$ cat config.mk
export PLATFORM = sky130hd
export DESIGN_NAME = sv39ptm_ctrl
export DESIGN_NICKNAME = d
export VERILOG_FILES = /design/src/rtl/sv39ptm_pkg.sv /design/src/rtl/sv39ptm_ctrl.sv
export VERILOG_INCLUDE_DIRS = /design/src /design/src/rtl
export SDC_FILE = /design/constraint.sdc
export NUM_CORES = 1
export LEC_CHECK = 0
export ABC_AREA = 1
export CAP_MARGIN = 15
export CORE_AREA = 2 2 42 44
export DETAILED_ROUTE_END_ITERATION = 12
export DIE_AREA = 0 0 44 46
export DONT_BUFFER_PORTS = 1
export PLACE_DENSITY = 0.36
export SYNTH_ARGS = -nofsm -noshare
export SYNTH_HDL_FRONTEND = slang
export SYNTH_SLANG_ARGS = --single-unit
$ cat constraint.sdc
create_clock -name clock -period 1 [get_ports clock]
set_input_delay 0.05 -clock clock [delete_from_list [all_inputs] [get_ports clock]]
set_output_delay 0.05 -clock clock [all_outputs]
set_load 0.005 [all_outputs]
$ cat src/rtl/assert_macros.svh
// Concurrent assertion helpers shared by the RTL
`ifndef ASSERT_MACROS_SVH
`define ASSERT_MACROS_SVH

// prop must hold at every rising clock edge outside reset
`define ASSERT_AT(label, clk, rst, prop) \
   label: assert property (@(posedge clk) disable iff (rst) (prop)) \
      else $error("assertion failed");

// expr must never be true outside reset
`define ASSERT_NEVER(label, clk, rst, expr) \
   label: assert property (@(posedge clk) disable iff (rst) !(expr)) \
      else $error("forbidden condition seen");

`endif

$ cat src/rtl/sv39ptm_pkg.sv
`timescale 1ns / 1ps

package sv39ptm_pkg;

   localparam int PPN_W       = 44;
   localparam int VPAGE_W     = 27;
   localparam int PERM_W      = 10;
   localparam int COUNT_W     = 13;
   localparam int RADDR_W     = 15;
   localparam int ENTRY_W     = 64;
   localparam int TUSE_W      = 7;
   localparam int IDX_W       = 9;
   localparam int ENTRIES     = 1 << IDX_W;
   localparam int COUNT_MAX   = (1 << COUNT_W) - 1;
   localparam int VPN1_LSB    = IDX_W;
   localparam int VPN2_LSB    = 2 * IDX_W;
   localparam int PTE_PPN_LSB = PERM_W;
   localparam int PTE_V_BIT   = 0;

   localparam logic OP_MAP  = 1'b0;
   localparam logic OP_READ = 1'b1;

   typedef enum logic [1:0] {
      STATUS_OK       = 2'd0,
      STATUS_NO_TABLE = 2'd1,
      STATUS_BAD_PTR  = 2'd2
   } status_type;

   typedef struct packed {
      logic                 op;
      logic [VPAGE_W-1:0]   virt_page;
      logic [PPN_W-1:0]     phys_page;
      logic [PERM_W-1:0]    perm_bits;
      logic [COUNT_W-1:0]   page_count;
      logic [RADDR_W-1:0]   read_address;
   } req_type;

   typedef struct packed {
      logic [ENTRY_W-1:0]   read_data;
      logic [COUNT_W-1:0]   pages_mapped;
      logic [TUSE_W-1:0]    tables_in_use;
      status_type           status;
   } rsp_type;

   typedef struct packed {
      logic clear_step;
      logic load;
      logic rd_root;
      logic rd_mid;
      logic rd_entry;
      logic resolve;
      logic write_leaf;
      logic capture;
   } cmd_type;

   typedef struct packed {
      logic clear_done;
      logic op_read;
      logic count_zero;
      logic last_page;
      logic walk_fail;
   } flags_type;

endpackage

$ cat src/rtl/sv39ptm_ctrl.sv
`timescale 1ns / 1ps
`include "assert_macros.svh"

module sv39ptm_ctrl (
   input  logic                   clock,
   input  logic                   reset,
   input  logic                   start,
   output logic                   busy,
   output logic                   rsp_valid,
   output sv39ptm_pkg::cmd_type   cmd,
   input  sv39ptm_pkg::flags_type flags
);

   typedef enum logic [3:0] {
      CLEAR_S,
      IDLE_S,
      DECODE_S,
      RD_ROOT_S,
      CHK_ROOT_S,
      RD_MID_S,
      CHK_MID_S,
      WR_LEAF_S,
      RD_ENTRY_S,
      CAP_ENTRY_S
   } state_type;

   state_type state_ff, state_in;
   logic      rsp_valid_ff, rsp_valid_in;

   always_comb begin
      state_in     = state_ff;
      rsp_valid_in = 1'b0;
      cmd          = '0;
      case (state_ff)
         CLEAR_S: begin
            cmd.clear_step = 1'b1;
            if (flags.clear_done) begin
               state_in = IDLE_S;
            end
         end
         IDLE_S: begin
            if (start) begin
               cmd.load = 1'b1;
               state_in = DECODE_S;
            end
         end
         DECODE_S: begin
            if (flags.op_read) begin
               state_in = RD_ENTRY_S;
            end else if (flags.count_zero) begin
               rsp_valid_in = 1'b1;
               state_in     = IDLE_S;
            end else begin
               state_in = RD_ROOT_S;
            end
         end
         RD_ROOT_S: begin
            cmd.rd_root = 1'b1;
            state_in    = CHK_ROOT_S;
         end
         CHK_ROOT_S: begin
            cmd.resolve = 1'b1;
            if (flags.walk_fail) begin
               rsp_valid_in = 1'b1;
               state_in     = IDLE_S;
            end else begin
               state_in = RD_MID_S;
            end
         end
         RD_MID_S: begin
            cmd.rd_mid = 1'b1;
            state_in   = CHK_MID_S;
         end
         CHK_MID_S: begin
            cmd.resolve = 1'b1;
            if (flags.walk_fail) begin
               rsp_valid_in = 1'b1;
               state_in     = IDLE_S;
            end else begin
               state_in = WR_LEAF_S;
            end
         end
         WR_LEAF_S: begin
            cmd.write_leaf = 1'b1;
            if (flags.last_page) begin
               rsp_valid_in = 1'b1;
               state_in     = IDLE_S;
            end else begin
               state_in = RD_ROOT_S;
            end
         end
         RD_ENTRY_S: begin
            cmd.rd_entry = 1'b1;
            state_in     = CAP_ENTRY_S;
         end
         CAP_ENTRY_S: begin
            cmd.capture  = 1'b1;
            rsp_valid_in = 1'b1;
            state_in     = IDLE_S;
         end
         default: begin
            state_in = IDLE_S;
         end
      endcase
   end

   always_ff @(posedge clock) begin
      if (reset) begin
         state_ff     <= CLEAR_S;
         rsp_valid_ff <= 1'b0;
      end else begin
         state_ff     <= state_in;
         rsp_valid_ff <= rsp_valid_in;
      end
   end

   assign busy      = state_ff != IDLE_S;
   assign rsp_valid = rsp_valid_ff;

   `ASSERT_AT(a_no_instant_response, clock, reset, (start && !busy) |=> !rsp_valid_ff)
   `ASSERT_AT(a_response_when_idle, clock, reset, rsp_valid_ff |-> !busy)

endmodule

# Word-level counts from Yosys, hierarchy flattened
# Cells that the tools add are included.
[totals]
regBits = 5
input_bits = 8
out_inout_bits = 10
elab_cells = 39
[op_classes]
eq_ne = 12
mux = 22
n_reduce_logical = 3
[ops]
columns = ["cell", "n"]
rows = [
  ["$pmux W4 S9", 1],
  ["$eq A4 B3 Y1 const B", 4],
  ["$mux W1", 13],
  ["$mux W4", 3],
  ["$eq A4 B2 Y1 const B", 2],
  ["$eq A4 B4 Y1 const B", 2],
  ["$mux W3", 2],
  ["$eq A4 B1 Y1 const B", 1],
  ["$logic_not A4 Y1", 1],
  ["$mux W2", 2],
  ["$ne A2 B2 Y1 const B", 2],
  ["$ne A4 B1 Y1 const B", 1],
  ["$pmux W1 S4", 1],
  ["$reduce_and A2 Y1", 1],
  ["$reduce_or A2 Y1", 1],
]

# Logic depth before layout (Yosys ltp)
# Gate-level depths: netlist (run 1).
[logic_depth]
ltp_word = 3
depth_mapped = 7
mapped_depth_nobuf = 7

# Worst setup path before layout (run 1)
# Ideal clock, no wire load.
[synth_timing]
kind = "register -> register"
startpoint = "register state_ff[3]"
endpoint = "register state_ff[1]"
setup_ps = 112
arrival_time_ps = 940
required_time_ps = 888
path_slack_ps = -53
stages_incl_launch_ff = 6
path_buffers = 0
synth_period_minus_slack_ps = 1053
path_cell_list = "dfxtp_1 > nor2_2 > nand3b_2 > nand2_1 > o21bai_2 > nor2_2"
[synth_between]
elab_chain_cells = 3
word_cells_on_any_way = 13
cone_classes = "eq/ne: 10; mux: 1; reduce/logical: 2"
[synth_lines]
columns = ["element", "line", "rtl"]
rows = [
  ["start: declaration", "sv39ptm_ctrl.sv:27", "state_type state_ff, state_in;"],
  ["start signal: assignment", "sv39ptm_ctrl.sv:112", "state_ff <= state_in;"],
  ["$eq A4 B1 Y1 / $logic_not A4 Y1 (equally long branches)", "sv39ptm_ctrl.sv:34", "case (state_ff)"],
  ["$ne A2 B2 Y1 (no line)", "--", ""],
  ["$reduce_and A2 Y1 (no line)", "--", ""],
]
# Parallel ways exist; a longest one is shown, timed or not.
# A chain may end at the register's enable or synchronous reset.

==> reports/metrics.cfg, run 1 <==
[synthesis]
ys_seq_area_share_pct = 26.0
mappedNetlistNets = 74
synth-seq-cells = 5
cell_taking_the_most_area_after_synthesis = sky130_fd_sc_hd__dfxtp_1
postSynthCellCount = 66
synth_top_area_share_pct = 26.0
yosysWarningCount = 0
synth.lib_cells_used.distinct = 15
synth.top_cells.by_area = sky130_fd_sc_hd__dfxtp_1 26%, sky130_fd_sc_hd__inv_1 15%, sky130_fd_sc_hd__nand3_1 12%
synth.avg_cell_area_um2 = 5.84
syn_area_um2 = 385

[status]
status = finished, violations left
violations = negative setup slack

[sta]
finClkSkew_ps = 0.504
fin_ws_ps = -155
rsz0062_at_grt = yes
final_max_slew_viol_count = 0
post-route-period-util_pct = 116
maxClockFrequency_mhz = 866
finalSetupViolations = 13
worst_hold_slack_ps = 74.9
hold_violations = 0
max_slew.worst_pin.slew_ps = 180
timing.final.crit_period_ps = 1160
worst_slew_margin_rel_pct = 87.9

[critical_path]
end_kind = output port
timing_worst_setup_path_type = flop to output port
critPathLaunchType = flop
cp_max_fo = 5
critical_path_required_ps = 950
worst-endpoint-arrival_ps = 1110

[finish]
diodes = 0
multiInputGateArea_um2 = 332
seqCellArea_um2 = 113
syn2layout_area_growth_pct = 92.2
stdcell_count = 109
design.final.nets = 101
final_layout_size_suffix_gt1_share_pct = 64.1
final_cell_area_um2 = 741
fillerInstances = 161
final_core_util_pct = 45.9

[detailed_routing]
vias = 505
route.detailed.wl_per_inst_um = 11.1
drc_errors = 0
vias_per_cell = 4.63
antenna_violating_nets_post_route = 0
wirelength_um = 1210
detail_route.iter0.violations = 5
first_pass_iters = 2

[placement]
placed_cell_area_um2 = 518
place_ws_ps = -108
finalWeightedCongestion = 0.730
port-buffer-count = 0
dpl.cell_count = 97
hpwl_um = 855

[die]
floorplan.die_area_um2 = 2020
die_y_um = 46
ios = 18
initial_utilization_pct = 23.9
floorplan.core_area_um2 = 1610
die-width_um = 44
row_count = 15

[global_route]
grt_pass1_vias = 435
antenna_found_initial = 0
use_met3_pct = 5.16
wire_length_of_the_first_global_routing_pass_um = 1860
busiest_layer = met2
largest_net_degree_at_the_start_of_global_routing = 6
grt_util_all_layers_pct = 12.9
grt_remaining_overflow = 0
grt_use_met1_pct = 14.2
use_met2_pct = 22.6

[clock_network]
clkLatencyLatePin_ps = 240
largest_buffer_count_on_any_clock_path = 2
clock_sink_count = 5
path_clk_slew_ps = 40
cts_tree = done
root_buffer_selected_by_cts = sky130_fd_sc_hd__clkbuf_4
cts-htree-levels = 1
cts_buffers = 3

[power_and_ir_drop]
power.leakage_uw = 0.000369
switching_share_pct = 35.3
power.net_switching_uw = 315
worst_vdd_drop_uv = 885
clockPowerShare_pct = 26.6
power_frac_comb_pct = 45.0
internal_power_consumption_uw = 578
seq_power_share_pct = 28.4
power.density_cell_area_nw_per_um2 = 1210

[worst_hold_path]
hp-class = input pin to flop

[run]
max_cap_violations = 0

## Yosys cell counts
| library cell | instances |
|---|---|
| sky130_fd_sc_hd__inv_1 | 15 |
| sky130_fd_sc_hd__nor2_1 | 12 |
| sky130_fd_sc_hd__nand2_1 | 11 |
| sky130_fd_sc_hd__nand3_1 | 9 |
| sky130_fd_sc_hd__dfxtp_1 | 5 |
| sky130_fd_sc_hd__nor2_2 | 4 |
| sky130_fd_sc_hd__nand4_1 | 2 |
| sky130_fd_sc_hd__a21oi_1 | 1 |
| sky130_fd_sc_hd__and2_1 | 1 |
| sky130_fd_sc_hd__nand2_2 | 1 |
| sky130_fd_sc_hd__nand3_2 | 1 |
| sky130_fd_sc_hd__nand3b_2 | 1 |
| sky130_fd_sc_hd__nor3_1 | 1 |
| sky130_fd_sc_hd__o21ai_0 | 1 |
| sky130_fd_sc_hd__o21bai_2 | 1 |
## cell families after synthesis
kind of cell / count (synthesis) / share of synthesized area (%)
AOI/OAI and AO/OA: 3 / 5.52
DFF: 5 / 26.0
buffers and inverters: 15 / 14.6
and+or+nand+nor: 43 / 53.9
## stage by stage
| step | setup TNS [ps] | total power, uW |
|---|---|---|
| finish | -1170 | 893 |
| global placement | -534 | 499 |
| floorplan | 0 | 392 |
| global route | -2010 | 965 |
| CTS | -1020 | 854 |
| detailed placement | -369 | 496 |
## power groups by stage
stage               Sequential (uW)  Combinational [uW]  Clock, uW
CTS                             249                 357        248
global placement                243                 257          0
finish                          254                 402        237
global route                    257                 440        268
detailed placement              242                 254          0
floorplan                       240                 152          0
## sequential cells by signal (all words and copies together), names as in the netlist
name       count
rsp_valid      1
state_ff       4
## final cells by class
cell class                      instances  area share, %
Clock buffer                            4           3.55
Inverter                               15           7.60
Multi-Input combinational cell         46           44.8
Sequential cell                         5           15.2
Tap cell                               17           2.87
Timing Repair Buffer                   22           26.0
## cells in the final DEF, fill, tap and decap left out, types with 4 or more instances in the layout
cell | netlist | layout
sky130_fd_sc_hd__inv_2 | 0 | 8
sky130_fd_sc_hd__nand3_1 | 9 | 6
sky130_fd_sc_hd__nor2_4 | 0 | 8
sky130_fd_sc_hd__nand2_1 | 11 | 7
sky130_fd_sc_hd__buf_4 | 0 | 14
sky130_fd_sc_hd__inv_1 | 15 | 7
sky130_fd_sc_hd__buf_6 | 0 | 6
sky130_fd_sc_hd__nor2_1 | 12 | 5
sky130_fd_sc_hd__nand3_2 | 1 | 4
sky130_fd_sc_hd__nand2_2 | 1 | 4
## routing by layer
layer / wire [um] / vias to the layer above
li1: - / 262
met5: 0 / -
met1: 519 / 231
met2: 627 / 10
met3: 52 / 2
met4: 11 / 0
## worst max-delay path, stage by stage, from the launching register on
cell and delay [ps]:
sky130_fd_sc_hd__dfxtp_4 390, sky130_fd_sc_hd__inv_2 60, sky130_fd_sc_hd__nor2_4 170, sky130_fd_sc_hd__nand2_2 70, sky130_fd_sc_hd__buf_4 130, sky130_fd_sc_hd__inv_2 40
## worst paths after layout
path | start | to | slack, ps | depth (start not counted)
worst max-delay path | state_ff[0] | cmd[4] | -160 | 5
worst min-delay path | flags[1] | rsp_valid | 70 | 4
worst max register to register | state_ff[0] | state_ff[1] | -110 | 7
worst min register to register | state_ff[0] | state_ff[3] | 610 | 3
## what timing repair did
item	4_1_cts	5_1_grt
endpoints found under the hold margin	5	0
pin swaps	4	5
hold buffers	2	0
endpoints found under the setup margin	14	14
gates resized for setup	33	12
buffers inserted	7	0
Power figures use the tool's default switching activity.
==> inputs of run 2 (changes only) <==
--- a/config.mk
+++ b/config.mk
@@ -6,13 +6,14 @@
 export SDC_FILE = /design/constraint.sdc
 export NUM_CORES = 1
 export LEC_CHECK = 0
-export ABC_AREA = 1
+export ABC_AREA = 0
 export CAP_MARGIN = 15
-export CORE_AREA = 2 2 42 44
+export CORE_AREA = 2 2 43 45
 export DETAILED_ROUTE_END_ITERATION = 12
-export DIE_AREA = 0 0 44 46
+export DIE_AREA = 0 0 45 47
 export DONT_BUFFER_PORTS = 1
 export PLACE_DENSITY = 0.36
+export SETUP_SLACK_MARGIN = 0.05
 export SYNTH_ARGS = -nofsm -noshare
 export SYNTH_HDL_FRONTEND = slang
 export SYNTH_SLANG_ARGS = --single-unit
==> reports/metrics.cfg, run 2 <==
[detailed_routing]
met2_length_um = 701  ; +12%
route.detailed.wl_per_inst_um = 14.2  ; +28%
m1WireLength_um = 545  ; +5.0%
wirelength_um = 1320  ; +8.8%
detail_route.iter0.violations = 2  ; -3
total_met3_wirelength_after_detailed_routing_um = 71  ; +37%
vias_per_cell = 5.06  ; +9.3%
drc_errors = 0  ; unchanged
dr.max_layer_used = met3
antenna_violating_nets_post_route = 0  ; unchanged
first_pass_iters = 4  ; +2
vias = 471  ; -6.7%

[clock_network]
cts_buffers = 3  ; unchanged
clock_sink_count = 5  ; unchanged
clkLatencyLatePin_ps = 240  ; about the same
root_buffer_selected_by_cts = sky130_fd_sc_hd__clkbuf_4
path_clk_slew_ps = 50  ; about the same
cts-htree-levels = 1  ; unchanged
largest_buffer_count_on_any_clock_path = 2  ; unchanged
cts_tree = done

[synthesis]
synth_top_area_share_pct = 24.6  ; -1.4 points
cell_taking_the_most_area_after_synthesis = sky130_fd_sc_hd__dfxtp_1
postSynthCellCount = 50  ; -24%
post_synth_edffs = 0  ; unchanged
ys_seq_area_share_pct = 24.6  ; -1.4 points
post-synth-top-count-cell = sky130_fd_sc_hd__nor2_1
synth-seq-cells = 5  ; unchanged
synth_top_flop_cell = sky130_fd_sc_hd__dfxtp_1
synth.top_cells.by_area = sky130_fd_sc_hd__dfxtp_1 25%, sky130_fd_sc_hd__and2b_1 5.5%, sky130_fd_sc_hd__buf_6 5.5%
syn_area_um2 = 407  ; +5.5%
synth.lib_cells_used.distinct = 26  ; +11
most_used_standard_cells_in_the_synthesized_netlist = 6 x sky130_fd_sc_hd__nor2_1, 5 x sky130_fd_sc_hd__dfxtp_1, 5 x sky130_fd_sc_hd__nand2_1
mappedNetlistNets = 58  ; -22%
synth-async-reset-ratio_pct = 0  ; unchanged
synth.avg_cell_area_um2 = 8.13  ; +39%
yosysWarningCount = 0  ; unchanged

[critical_path]
critPathLaunchType = flop
worst-endpoint-arrival_ps = 1140  ; +30 ps
cp_max_fo = 4  ; -1
critical_path_required_ps = 950  ; about the same
end_kind = output port
timing_worst_setup_path_type = flop to output port

[global_route]
grt_pass1_vias = 487  ; +12%
wire_length_of_the_first_global_routing_pass_um = 2250  ; +21%
antenna_found_initial = 0  ; unchanged
largest_net_degree_at_the_start_of_global_routing = 8  ; +2
grt_remaining_overflow = 0  ; unchanged
grt_util_all_layers_pct = 14.9  ; +2.1 points

[sta]
tns_ps = -1330  ; -155 ps
finClkSkew_ps = 2.04  ; +1.54 ps
timing.final.crit_period_ps = 1190  ; +30.3 ps
worst_hold_slack_ps = 26.3  ; -48.6 ps
worst_slew_margin_rel_pct = 80.3  ; -7.6 points
maxClockFrequency_mhz = 844  ; -2.6%
hold_violations = 0  ; unchanged
finalSetupViolations = 14  ; +1
rsz0062_at_grt = yes
final_max_slew_viol_count = 0  ; unchanged
fin_ws_ps = -186  ; -30.3 ps
max_slew.worst_pin.slew_ps = 295  ; +114 ps
post-route-period-util_pct = 119  ; +3.0 points

[finish]
max_flop_register = state_ff
final_layout_size_suffix_gt1_share_pct = 73.7  ; +9.6 points
fillerInstances = 148  ; -8.1%
largest_register_ffs = 4  ; unchanged
design.final.nets = 85  ; -16%
diodes = 0  ; unchanged
most-common-layout-cells = 13 x sky130_fd_sc_hd__buf_6, 9 x sky130_fd_sc_hd__buf_4, 4 x sky130_fd_sc_hd__dlygate4sd3_1
syn2layout_area_growth_pct = 104
final_common_cell = sky130_fd_sc_hd__buf_6

[worst_hold_path]
hp-class = input pin to flop

[die]
ios = 18  ; unchanged
die_y_um = 47  ; +2.2%
die-width_um = 45  ; +2.3%
floorplan.core_area_um2 = 1650  ; +2.3%
row_count = 15  ; unchanged
floorplan.die_area_um2 = 2120  ; +4.5%
initial_utilization_pct = 24.6  ; +0.75 points

[power_and_ir_drop]
worst_vdd_drop_uv = 871  ; -1.6%
power.density_cell_area_nw_per_um2 = 987  ; -18%
power.leakage_uw = 0.000332  ; -10%

[placement]
finalWeightedCongestion = 0.656  ; -10%
place_ws_ps = -114  ; -5.15 ps
hpwl_um = 804  ; -6.0%
port-buffer-count = 0  ; unchanged

[status]
status = finished, violations left
violations = negative setup slack

[run]
max_cap_violations = 0  ; unchanged

==> run 2: final cells by class <==
type                       instances  area, um2  area share (%)
timing repair buffer              26        254            30.7
sequential                         5        113            13.6
multi-input combinational         38        403            48.6
inverter                           3       11.3            1.36
clock buffer                       4       26.3            3.17
tap                               17       21.3            2.57
==> run 2: path summary, 6_finish.rpt <==
| kind | startpoint | to | slack [ps] | depth (start not counted) |
|---|---|---|---|---|
| hold / removal | flags[3] | rsp_valid | 30 | 3 |
| hold reg to reg | state_ff[3] | state_ff[2] | 540 | 2 |
| setup reg to reg | state_ff[0] | state_ff[1] | -140 | 4 |
| setup / recovery | state_ff[3] | cmd[7] | -190 | 3 |
==> run 2: metal layers <==
layer  track usage, %  up-vias
met2             25.4        9
met1             18.0      226
met3             6.54        0
li1                 -      236
met5                0        -
met4             1.76        0
==> run 2: stage by stage <==
step                power, uW  instances  util, %  instance area [um2]
finish                    818         93     50.2                  828
global route              873         93     50.2                  828
CTS                       791         92     47.0                  776
detailed placement        401         73     29.0                  479
global placement          405         73     29.0                  479
floorplan                 353         50        -                  418
==> run 2: power by group <==
part	switching [uW]	internal, uW	total [uW]
registers	21.2	210	231
clock network	85.6	151	237
logic	146	205	350
==> run 2: cell families after synthesis <==
kind of cell	share of synthesized area, %
buffers and inverters	11.4
AOI/OAI and AO/OA	18.5
DFF	24.6
and+or+nand+nor	40.6
muxes	4.92
==> run 2: what timing repair did <==
action / 4_1_cts / 5_1_grt
buffers inserted: 11 / 3
endpoints found under the setup margin: 14 / 14
pin swaps: 10 / 5
endpoints found under the hold margin: 5 / 0
gates resized for setup: 38 / 12
hold buffers: 4 / 0
==> run 2: worst max-delay path, cell delays in order, from the launching register on <==
cell and delay (ps):
sky130_fd_sc_hd__dfxtp_4 350, sky130_fd_sc_hd__buf_6 120, sky130_fd_sc_hd__nor4_4 280, sky130_fd_sc_hd__buf_4 150
